==> src/design/gda_pkg.sv <==
package gda_pkg;

	// field widths
	localparam int unsigned DayW    = 5;
	localparam int unsigned MonW    = 4;
	localparam int unsigned InYearW = 14;
	localparam int unsigned AmtW    = 15;
	localparam int unsigned StatW   = 2;

	// working year: holds any year up to the largest limit plus one
	localparam int unsigned YearW   = 16;
	// quotient of the working year by 100, and the remainder
	localparam int unsigned CentW   = 9;
	localparam int unsigned RemW    = 7;
	// days left to add: amount times seven
	localparam int unsigned LeftW   = 18;
	// sum for year adds: year plus amount times ten
	localparam int unsigned YSumW   = 19;

	// reciprocal of 100 scaled by 2^19, exact for 14-bit years
	localparam int unsigned RecipShift = 19;
	localparam int unsigned RecipW     = 13;
	localparam logic [RecipW-1:0] Recip100 = 13'd5243;
	localparam int unsigned ProdW      = InYearW + RecipW;

	localparam logic [MonW-1:0] MonDec = 4'd12;
	localparam logic [MonW-1:0] MonJan = 4'd1;
	localparam logic [MonW-1:0] MonFeb = 4'd2;
	localparam logic [RemW-1:0] RemTop = 7'd99;

	// operation codes
	localparam logic [1:0] FUNC_DAYS    = 2'd0;
	localparam logic [1:0] FUNC_WEEKS   = 2'd1;
	localparam logic [1:0] FUNC_YEARS   = 2'd2;
	localparam logic [1:0] FUNC_DECADES = 2'd3;

	// status codes
	localparam logic [StatW-1:0] ST_OK       = 2'd0;
	localparam logic [StatW-1:0] ST_INVALID  = 2'd1;
	localparam logic [StatW-1:0] ST_OVERFLOW = 2'd2;

	// sequencer program
	localparam int unsigned UpcW = 4;

	typedef enum logic [2:0] {
		ACT_NOP     = 3'd0,
		ACT_DIV     = 3'd1,
		ACT_REM     = 3'd2,
		ACT_MONTH   = 3'd3,
		ACT_YADD    = 3'd4,
		ACT_FIN_OK  = 3'd5,
		ACT_FIN_INV = 3'd6,
		ACT_FIN_OVF = 3'd7
	} act_t;

	typedef enum logic [2:0] {
		CND_NEVER     = 3'd0,
		CND_ALWAYS    = 3'd1,
		CND_NO_START  = 3'd2,
		CND_INVALID   = 3'd3,
		CND_YEAR_OP   = 3'd4,
		CND_LOOP_EXIT = 3'd5,
		CND_OVER      = 3'd6,
		CND_YSUM_OVER = 3'd7
	} cnd_t;

	typedef struct packed {
		act_t            act;
		cnd_t            cnd;
		logic [UpcW-1:0] target;
	} uword_t;

	// program addresses
	localparam logic [UpcW-1:0] UA_IDLE    = 4'd0;
	localparam logic [UpcW-1:0] UA_LOOP    = 4'd5;
	localparam logic [UpcW-1:0] UA_EXIT    = 4'd7;
	localparam logic [UpcW-1:0] UA_FIN_OK  = 4'd8;
	localparam logic [UpcW-1:0] UA_YADD    = 4'd9;
	localparam logic [UpcW-1:0] UA_FIN_OVF = 4'd11;
	localparam logic [UpcW-1:0] UA_FIN_INV = 4'd12;

	// control store
	function automatic uword_t ucode(input logic [UpcW-1:0] a);
		uword_t w;
		begin
			case (a)
				4'd0:    w = '{ACT_NOP,     CND_NO_START,  UA_IDLE};
				4'd1:    w = '{ACT_DIV,     CND_NEVER,     UA_IDLE};
				4'd2:    w = '{ACT_REM,     CND_NEVER,     UA_IDLE};
				4'd3:    w = '{ACT_NOP,     CND_INVALID,   UA_FIN_INV};
				4'd4:    w = '{ACT_NOP,     CND_YEAR_OP,   UA_YADD};
				4'd5:    w = '{ACT_NOP,     CND_LOOP_EXIT, UA_EXIT};
				4'd6:    w = '{ACT_MONTH,   CND_ALWAYS,    UA_LOOP};
				4'd7:    w = '{ACT_NOP,     CND_OVER,      UA_FIN_OVF};
				4'd8:    w = '{ACT_FIN_OK,  CND_ALWAYS,    UA_IDLE};
				4'd9:    w = '{ACT_YADD,    CND_YSUM_OVER, UA_FIN_OVF};
				4'd10:   w = '{ACT_NOP,     CND_ALWAYS,    UA_FIN_OK};
				4'd11:   w = '{ACT_FIN_OVF, CND_ALWAYS,    UA_IDLE};
				4'd12:   w = '{ACT_FIN_INV, CND_ALWAYS,    UA_IDLE};
				default: w = '{ACT_NOP,     CND_ALWAYS,    UA_IDLE};
			endcase
			return w;
		end
	endfunction

	// month length, zero for a month out of range
	function automatic logic [DayW-1:0] month_len(input logic [MonW-1:0] m, input logic leap);
		logic [DayW-1:0] len;
		begin
			case (m)
				4'd1, 4'd3, 4'd5, 4'd7, 4'd8, 4'd10, 4'd12: len = 5'd31;
				4'd4, 4'd6, 4'd9, 4'd11:                     len = 5'd30;
				4'd2:                                        len = leap ? 5'd29 : 5'd28;
				default:                                     len = 5'd0;
			endcase
			return len;
		end
	endfunction

endpackage

==> src/design/gregorian_date_adder_core.sv <==
// gregorian date adder
// command channel: drive func, in_day, in_month, in_year and amount with start;
// the transfer happens at a clock edge where start is high and busy is low.
// func selects adding days, weeks, years or decades to the given date.
// result channel: out_day, out_month, out_year and status are valid for the
// single cycle in which done is high; the receiver cannot stall, so the
// result must be taken in that cycle. a new command may be sent in that cycle.
// a small microcoded sequencer runs each command, one control word a cycle.
// day and week adds split the year by 100, check the date, then run a
// two-word loop with one pass per month touched (the month ends crossed,
// plus one more when the count ends inside a month; none for a zero count),
// check for overflow and finish; year and decade adds split, check, add the
// years and finish; an invalid date finishes right after the check.
// one command at a time: busy stays high until the result is issued, so a
// new command is taken only once the last one is through.
// status 1 flags an invalid date, status 2 a result year above MAX_YEAR;
// both return the input date. reset puts the sequencer at idle with done low.
module gregorian_date_adder_core #(
	parameter int MAX_YEAR = 9999
) (
	input  logic                      clk,
	input  logic                      arst_n,
	input  logic                      start,
	output logic                      busy,
	input  logic [1:0]                func,
	input  logic [gda_pkg::DayW-1:0]    in_day,
	input  logic [gda_pkg::MonW-1:0]    in_month,
	input  logic [gda_pkg::InYearW-1:0] in_year,
	input  logic [gda_pkg::AmtW-1:0]    amount,
	output logic                      done,
	output logic [gda_pkg::DayW-1:0]    out_day,
	output logic [gda_pkg::MonW-1:0]    out_month,
	output logic [gda_pkg::InYearW-1:0] out_year,
	output logic [gda_pkg::StatW-1:0]   status
);

	localparam logic [gda_pkg::YearW-1:0] MaxYr  = gda_pkg::YearW'(MAX_YEAR);
	localparam logic [gda_pkg::YSumW-1:0] MaxYrS = gda_pkg::YSumW'(MAX_YEAR);

	// sequencer
	logic [gda_pkg::UpcW-1:0] upc_q;
	gda_pkg::uword_t          uw;
	logic                     cond;
	logic                     accept;

	// command registers
	logic [1:0]                   func_q;
	logic [gda_pkg::DayW-1:0]     day0_q;
	logic [gda_pkg::MonW-1:0]     mon0_q;
	logic [gda_pkg::InYearW-1:0]  year0_q;
	logic [gda_pkg::AmtW-1:0]     amt_q;

	// working date
	logic [gda_pkg::DayW-1:0]     day_q;
	logic [gda_pkg::MonW-1:0]     mon_q;
	logic [gda_pkg::YearW-1:0]    year_q;
	logic [gda_pkg::CentW-1:0]    cent_q;
	logic [gda_pkg::RemW-1:0]     rem_q;
	logic [gda_pkg::LeftW-1:0]    left_q;

	// result registers
	logic                         done_q;
	logic [gda_pkg::DayW-1:0]     oday_q;
	logic [gda_pkg::MonW-1:0]     omon_q;
	logic [gda_pkg::InYearW-1:0]  oyear_q;
	logic [gda_pkg::StatW-1:0]    stat_q;

	// datapath terms
	logic [gda_pkg::ProdW-1:0]    prod;
	logic [gda_pkg::YearW-1:0]    cent_x100;
	logic                         leap;
	logic [gda_pkg::DayW-1:0]     mlen;
	logic [gda_pkg::DayW-1:0]     rest;
	logic                         invalid;
	logic                         over;
	logic [gda_pkg::YSumW-1:0]    ysum;
	logic [gda_pkg::YSumW-1:0]    yinc;

	assign uw     = gda_pkg::ucode(upc_q);
	assign busy   = (upc_q != gda_pkg::UA_IDLE);
	assign accept = start && !busy;

	// leap rule from the year split by 100
	assign leap = (rem_q[1:0] == 2'b00) && ((rem_q != '0) || (cent_q[1:0] == 2'b00));
	assign mlen = gda_pkg::month_len(mon_q, leap);
	assign rest = mlen - day_q;

	assign invalid = (mon_q == '0) || (mon_q > gda_pkg::MonDec) || (day_q == '0) ||
	                 (day_q > mlen);
	assign over    = (year_q > MaxYr);

	assign prod      = gda_pkg::ProdW'(year0_q) * gda_pkg::ProdW'(gda_pkg::Recip100);
	assign cent_x100 = gda_pkg::YearW'(cent_q) * gda_pkg::YearW'(100);

	// year and decade adds
	assign yinc = (func_q == gda_pkg::FUNC_DECADES) ?
	              gda_pkg::YSumW'(amt_q) * gda_pkg::YSumW'(10) : gda_pkg::YSumW'(amt_q);
	assign ysum = gda_pkg::YSumW'(year_q) + yinc;

	// branch condition select
	always_comb begin
		case (uw.cnd)
			gda_pkg::CND_NEVER:     cond = 1'b0;
			gda_pkg::CND_ALWAYS:    cond = 1'b1;
			gda_pkg::CND_NO_START:  cond = !start;
			gda_pkg::CND_INVALID:   cond = invalid;
			gda_pkg::CND_YEAR_OP:   cond = func_q[1];
			gda_pkg::CND_LOOP_EXIT: cond = over || (left_q == '0);
			gda_pkg::CND_OVER:      cond = over;
			gda_pkg::CND_YSUM_OVER: cond = (ysum > MaxYrS);
			default:                cond = 1'b1;
		endcase
	end

	// step counter
	always_ff @(posedge clk or negedge arst_n) begin
		if (!arst_n) begin
			upc_q <= gda_pkg::UA_IDLE;
		end else if (cond) begin
			upc_q <= uw.target;
		end else begin
			upc_q <= upc_q + 1'b1;
		end
	end

	// result strobe
	always_ff @(posedge clk or negedge arst_n) begin
		if (!arst_n) begin
			done_q <= 1'b0;
		end else begin
			done_q <= (uw.act == gda_pkg::ACT_FIN_OK) || (uw.act == gda_pkg::ACT_FIN_INV) ||
			          (uw.act == gda_pkg::ACT_FIN_OVF);
		end
	end

	// command capture on transfer
	always_ff @(posedge clk) begin
		if (accept) begin
			func_q  <= func;
			day0_q  <= in_day;
			mon0_q  <= in_month;
			year0_q <= in_year;
			amt_q   <= amount;
		end
	end

	// working datapath driven by the control word
	always_ff @(posedge clk) begin
		if (accept) begin
			day_q  <= in_day;
			mon_q  <= in_month;
			year_q <= gda_pkg::YearW'(in_year);
			left_q <= (func == gda_pkg::FUNC_WEEKS) ?
			          gda_pkg::LeftW'(amount) * gda_pkg::LeftW'(7) : gda_pkg::LeftW'(amount);
		end else begin
			case (uw.act)
				gda_pkg::ACT_DIV: begin
					cent_q <= gda_pkg::CentW'(prod[gda_pkg::ProdW-1:gda_pkg::RecipShift]);
				end
				gda_pkg::ACT_REM: begin
					rem_q <= gda_pkg::RemW'(year_q - cent_x100);
				end
				gda_pkg::ACT_MONTH: begin
					if (left_q <= gda_pkg::LeftW'(rest)) begin
						day_q  <= day_q + left_q[gda_pkg::DayW-1:0];
						left_q <= '0;
					end else begin
						left_q <= left_q - gda_pkg::LeftW'(rest) - 1'b1;
						day_q  <= gda_pkg::DayW'(1);
						if (mon_q == gda_pkg::MonDec) begin
							mon_q  <= gda_pkg::MonJan;
							year_q <= year_q + 1'b1;
							// keep the split by 100 in step with the year
							if (rem_q == gda_pkg::RemTop) begin
								rem_q  <= '0;
								cent_q <= cent_q + 1'b1;
							end else begin
								rem_q <= rem_q + 1'b1;
							end
						end else begin
							mon_q <= mon_q + 1'b1;
						end
					end
				end
				gda_pkg::ACT_YADD: begin
					year_q <= ysum[gda_pkg::YearW-1:0];
				end
				default: begin
				end
			endcase
		end
	end

	// result registers
	always_ff @(posedge clk) begin
		case (uw.act)
			gda_pkg::ACT_FIN_OK: begin
				oday_q  <= day_q;
				omon_q  <= mon_q;
				oyear_q <= year_q[gda_pkg::InYearW-1:0];
				stat_q  <= gda_pkg::ST_OK;
			end
			gda_pkg::ACT_FIN_INV: begin
				oday_q  <= day0_q;
				omon_q  <= mon0_q;
				oyear_q <= year0_q;
				stat_q  <= gda_pkg::ST_INVALID;
			end
			gda_pkg::ACT_FIN_OVF: begin
				oday_q  <= day0_q;
				omon_q  <= mon0_q;
				oyear_q <= year0_q;
				stat_q  <= gda_pkg::ST_OVERFLOW;
			end
			default: begin
			end
		endcase
	end

	assign done      = done_q;
	assign out_day   = oday_q;
	assign out_month = omon_q;
	assign out_year  = oyear_q;
	assign status    = stat_q;

endmodule
==> config.mk <==
export PLATFORM = sky130hd
export DESIGN_NAME = gregorian_date_adder_core
export DESIGN_NICKNAME = d
export VERILOG_FILES = /design/src/design/gda_pkg.sv /design/src/design/gregorian_date_adder_core.sv
export SDC_FILE = /design/constraint.sdc
export NUM_CORES = 1
export LEC_CHECK = 0
export BUFFER_PORTS_ARGS = -buffer_cell sky130_fd_sc_hd__buf_2
export CAP_MARGIN = 30
export CORE_ASPECT_RATIO = 2
export CORE_MARGIN = 10
export CORE_UTILIZATION = 49
export CTS_CLUSTER_SIZE = 24
export DETAILED_ROUTE_END_ITERATION = 10
export HOLD_SLACK_MARGIN = 0.12
export PLACE_DENSITY_LB_ADDON = 0.25
export SYNTH_ARGS = -nofsm -noshare
export SYNTH_HDL_FRONTEND = slang
export SYNTH_SLANG_ARGS = --single-unit
==> constraint.sdc <==
create_clock -name clk -period 6.43 [get_ports clk]
set_clock_uncertainty 0.05 [all_clocks]
set_input_delay 1.286 -clock clk [delete_from_list [all_inputs] [get_ports clk]]
set_output_delay 1.286 -clock clk [all_outputs]
set_load 0.1 [all_outputs]
== Word level (Yosys, flattened, before mapping) ==
Memories as Yosys holds them, arrays and structs flattened.
Cells that the tools add are included.

* Register bits after elaboration: 129
* Latch bits: 0
* RAM bits: 0
* ROM bits: 160
* Bits of input ports: 43
* Output and inout port bits: 27
* Word-level logic and storage cells: 141
* Memories: 1

* $add $sub $neg: 11
* Multipliers: 4
* Div/mod/pow operators: 0
* $lt $le $gt $ge: 5
* Equality and inequality tests: 35
* Shift operators: 0
* Multiplexer cells: 32
* Bitwise gates (word level): 1
* Reduce and logical (&&, ||, !) cells: 34

{| class="wikitable"
|+ Memory list
! name !! words !! width !! rd ports !! clocked after memory_dff !! write ports !! RTL line !! source
|-
| (name not given) || 16 || 10 || 1 || 0 || 0 || gda_pkg.sv:86 || <nowiki>case (a)</nowiki>
|}

{| class="wikitable"
|+ Operators by type and width
! cell !! count
|-
| $mux 18 || 4
|-
| $mul 15x3->18 const B || 2
|-
| $mux 16 || 2
|-
| $pmux 16 s2 || 1
|-
| $pmux 14 s2 || 1
|-
| $mul 14x13->27 const B || 1
|-
| $mux 9 || 3
|-
| $eq 3x3->1 const B || 8
|-
| $mux 7 || 3
|-
| $eq 4x4->1 const B || 5
|-
| $mux 4 || 5
|-
| $add 16x19->19 || 1
|-
| $gt 19x14->1 const B || 1
|-
| $mux 19 || 1
|-
| $le 18x5->1 || 1
|-
| $logic_not 18->1 || 1
|-
| $pmux 9 s2 || 1
|-
| $sub 18x1->18 const B || 1
|-
| $sub 18x5->18 || 1
|-
| $add 16x1->16 const B || 1
|-
| $eq 4x3->1 const B || 4
|-
| $gt 16x14->1 const B || 1
|-
| $mux 5 || 3
|-
| $pmux 5 s3 || 1
|-
| other kinds (44) || 69
|}

== Logic depth before layout (Yosys ltp) ==
* Word-level depth: 11
* Depth in mapped cells: 22
* Mapped depth without buffers: 22

== Least setup slack after synthesis ==
Ideal clock, no wire load.

* Path kind: reg-to-reg
* Start: reg year0_q[10] in the netlist's numbering
* End: reg cent_q[3] in the netlist's numbering, data pin
* Setup time: 270 ps
* Arrival time: 4214 ps
* Required time: 6110 ps
* Slack: 1896 ps
* Cell stages (with the launch flop): 17
* Path buffers: 0
* Clock period less this slack: 4534 ps
* Cell sequence: edfxtp_1 fa_1 ha_1 fa_1 fa_1 fa_1 ha_1 a21oi_1 nor2b_1 o21ai_0 nand2_1 nor3_1 o211ai_1 a31oi_1 o21bai_1 xnor2_1 a21oi_1

* Cells in the longest elaborated chain, start to end: 2

{| class="wikitable"
|+ RTL lines
! what !! RTL line !! source
|-
| start, declared || gregorian_date_adder_core.sv:50 || <nowiki>logic [gda_pkg::InYearW-1:0] year0_q;</nowiki>
|-
| start signal, assigned || gregorian_date_adder_core.sv:142 || <nowiki>year0_q <= in_year;</nowiki>
|-
| $mul 14x13->27 || gregorian_date_adder_core.sv:92 || <nowiki>assign prod = gda_pkg::ProdW'(year0_q) * gda_pkg::ProdW'(gda_pkg::Recip100);</nowiki>
|-
| $pmux 9 s2 || gregorian_date_adder_core.sv:156 || <nowiki>case (uw.act)</nowiki>
|-
| end signal, assigned || gregorian_date_adder_core.sv:158 || <nowiki>cent_q <= gda_pkg::CentW'(prod[gda_pkg::ProdW-1:gda_pkg::RecipShift]);</nowiki>
|-
| end signal, assigned || gregorian_date_adder_core.sv:176 || <nowiki>cent_q <= cent_q + 1'b1;</nowiki>
|-
| end, declared || gregorian_date_adder_core.sv:57 || <nowiki>logic [gda_pkg::CentW-1:0] cent_q;</nowiki>
|}

No other way between the ends.
A chain may end at the register's enable or synchronous reset.

== Worst setup path after layout ==
* Start: reg mon_q[0] in the netlist's numbering
* End: reg year_q[5] in the netlist's numbering (enable)

* Cells in the longest elaborated chain, start to end: 7
* Elaborated cells between the ends (all ways): 20
* Those cells by class: add/sub (1); order compare (1); eq/ne (14); mux (1); reduce/logical (3)

{| class="wikitable"
|+ RTL lines
! what !! RTL line !! source
|-
| start, declared || gregorian_date_adder_core.sv:55 || <nowiki>logic [gda_pkg::MonW-1:0] mon_q;</nowiki>
|-
| start signal, assigned || gregorian_date_adder_core.sv:151 || <nowiki>mon_q <= in_month;</nowiki>
|-
| start signal, assigned || gregorian_date_adder_core.sv:171 || <nowiki>mon_q <= gda_pkg::MonJan;</nowiki>
|-
| start signal, assigned || gregorian_date_adder_core.sv:181 || <nowiki>mon_q <= mon_q + 1'b1;</nowiki>
|-
| $eq 4x4->1, or another cell as far along || gda_pkg.sv:110, gregorian_date_adder_core.sv:170 ||
|-
| $reduce_or 7->1 / $reduce_or 4->1 (equally long branches) || gda_pkg.sv:110 || <nowiki>case (m)</nowiki>
|-
| $pmux 5 s3 || gda_pkg.sv:110 ||
|-
| $sub 5x5->5 || gregorian_date_adder_core.sv:86 || <nowiki>assign rest = mlen - day_q;</nowiki>
|-
| $le 18x5->1 || gregorian_date_adder_core.sv:164 || <nowiki>if (left_q <= gda_pkg::LeftW'(rest)) begin</nowiki>
|-
| $ne 3x3->1 (no line) || -- ||
|-
| $reduce_and 3->1 (no line) (*) || -- ||
|-
| end signal, assigned || gregorian_date_adder_core.sv:152 || <nowiki>year_q <= gda_pkg::YearW'(in_year);</nowiki>
|-
| end signal, assigned || gregorian_date_adder_core.sv:172 || <nowiki>year_q <= year_q + 1'b1;</nowiki>
|-
| end signal, assigned || gregorian_date_adder_core.sv:186 || <nowiki>year_q <= ysum[gda_pkg::YearW-1:0];</nowiki>
|-
| end, declared || gregorian_date_adder_core.sv:56 || <nowiki>logic [gda_pkg::YearW-1:0] year_q;</nowiki>
|}

Every way passes the cells marked *; elsewhere a longest branch is shown, timed or not.

==> out/metrics.csv <==
metric;value;unit
status;finished clean;
place.gp.congestion;0.917;
ys_warn_count;0;
die_w;134;um
first_global_vias;10400;
drt-initial-drc-count;473;
ys_ff_latch;125;
ys.flop_type;edfxtp_1;
fin_area;13900;um^2
drc;0;
num_io_pins;70;
dieArea;33000;um^2
worst_slack;1120;ps
synth_nets;1592;
max_stage_delay;540;ps
ant_nets;0;
min_path_type;flip-flop to flip-flop;
synth_top_area_cell;edfxtp_1;
finalWirelength;32500;um
min_path_cells;1;
vias_per_cell;5.65;
synthTopCellsByCount;178 x ha_1, 170 x inv_1, 118 x edfxtp_1;
synth-async-reset-ratio;4.00;%
grt_max_degree;43;
area_delta_synth_final;10.2;%
final_nets;1656;
grt_usage;20.0;%
die_h;247;um
fmax;0.188;GHz
place_hpwl;26900;um
cts_setup_buffers;0;
r2r_cells;20;
period_minus_slack;5310;ps
start_util;49.5;%
period_share;82.5;%
crit_arrival;5290;ps
netlist_instances;1288;
drv_cap;0;
worstMarginPinSlew;994;ps
cp_cell_sequence;inv_1 > ha_1 > nor3_1 > a21oi_1 > nor2_1 > a21oi_1 > a21o_1 > ha_1 > a21o_1 > a21oi_1 > xor2_1 > ha_1 > inv_1 > o21a_1 > and4_1 > a31oi_1 > nor3_1 > inv_1 > o21ai_0 > nand2_1;
cts_root_buf;clkbuf_16;
fillers;2375;
path_class;flip-flop to flip-flop;
fin_tns_setup;0;ps
htree_levels;4;
vias;9636;
path_clk_slew;60;ps
worst-path-max-fanout;14;
avgSynthCellArea;9.81;um^2
critical_path_buf_inv_count;3;
postCtsHoldBufs;0;
grt_pass1_wl;51800;um
cts_sinks;125;
worst-path-stages;20;
layout-drive-gt1-share;10.8;%
place_area;13300;um^2
place_ws;1170;ps
cts_tree;built;
rsz0062_at_grt;no;
clock_latency;440;ps
synth_edf_count;118;
antenna_found_initial;2;
rows;83;
setup_viol;0;
ys_types;76;
ctsLongestPathBuffers;2;
required;6420;ps
grt-ovfl-total;0;
synth_most_common_cell;ha_1;
wire_per_inst;19.1;um
synth_top_area_share;28.0;%
first_pass_iters;7;
cp_slowest_cell;nand2_1;
syn_area;12600;um^2
drv_slew;0;
portBuffers;69;
ys_top_cells_by_area;edfxtp_1 28%, ha_1 18%, fa_1 13%;
startpoint_type;flip-flop;
cts_resized;0;
end_kind;flip-flop;
path_delay_family;compound AO/OA/AOI/OAI gates;
hold_viol_final;0;
numCtsBuffers;17;
relSlewSlack;33.6;%
core_area;25500;um^2
yosysSeqAreaShare;29.3;%
## sequential cells by signal (all words and copies together), names as in the netlist, 5 cells and up
| name | flops |
|---|---|
| day0_q | 5 |
| day_q | 5 |
| rem_q | 7 |
| out_day | 5 |
| amt_q | 15 |
| cent_q | 5 |
| year0_q | 14 |
| left_q | 18 |
| out_year | 14 |
| year_q | 16 |
## worst reg2reg max path, stage by stage, from the launching register on
cell and delay, ps:
edfxtp_1 470, inv_1 140, ha_1 240, nor3_1 80
a21oi_1 150, nor2_1 60, a21oi_1 260, a21o_1 170
ha_1 280, a21o_1 170, a21oi_1 190, xor2_1 190
ha_1 300, inv_1 90, o21a_1 140, and4_1 210
a31oi_1 90, nor3_1 310, inv_1 280, o21ai_0 530
nand2_1 540
## worst paths after layout
path                            startpoint         end  slack (ps)
worst max-delay path              mon_q[0]   year_q[5]        1120
worst min-delay path             day0_q[4]  out_day[4]         500
min in group asynchronous           arst_n    upc_q[3]         610
max in group asynchronous           arst_n    upc_q[2]        5570
worst min register to register   day0_q[4]  out_day[4]         500
worst max register to register    mon_q[0]   year_q[5]        1120
## placed cells by master (no fill, tap or decap), types with 5 or more instances in the layout
cell and n:
edfxtp_1 118, nand3_1 28, xnor2_1 59, a31oi_1 12, mux2_2 14, nor3_1 29
nor2b_1 11, mux2i_1 7, nor2_1 90, and3_1 10, buf_4 7, a21o_1 23
a21oi_1 78, dfrtp_1 5, inv_1 169, o21ai_0 74, o21bai_1 5, nor4_1 9
buf_2 69, xor2_1 29, o22ai_1 17, a211oi_1 11, nand2_1 96, nand4_1 10
nor3b_1 5, o31ai_1 5, nand2b_1 7, o21a_1 7, clkbuf_16 17, fa_1 83
ha_1 178
## layout make-up
class	instances	area [um^2]	share of cell area (%)
Clock inverter	15	200	1.44
Tap cell	340	425	3.06
Antenna cell	1	2.50	0.0180
Multi-Input combinational cell	962	8130	58.4
Timing Repair Buffer	76	398	2.86
Clock buffer	17	425	3.06
Sequential cell	125	3710	26.6
Inverter	170	638	4.58
## through the flow
stage               hold WS [ps]  cells  utilization (%)
floorplan                    454   1288                -
global placement             487   1673             52.0
detailed placement           489   1673             52.0
CTS                          505   1705             54.5
global route                 521   1706             54.5
finish                       500   1706             54.5
## layer usage
| metal | track usage [%] | up-vias | wire [um] |
|---|---|---|---|
| met3 | 3.15 | 107 | 919 |
| met1 | 17.2 | 4676 | 10700 |
| li1 | - | 4630 | - |
| met2 | 40.3 | 221 | 18800 |
| met4 | 13.2 | 2 | 2080 |
| met5 | 0 | - | 8 |
## kinds of logic after synthesis
logic type	after synthesis	share of synthesized area [%]
compound gates	275	13.7
xor+xnor	88	6.10
fa+ha+maj	261	30.8
buf+inv	201	6.45
flops	125	29.3
mux	22	1.92
simple gates	316	11.8
Power is left out: the tool's default activity adds up to more than one toggle a clock period on the data nets, which glitch-free logic cannot reach.
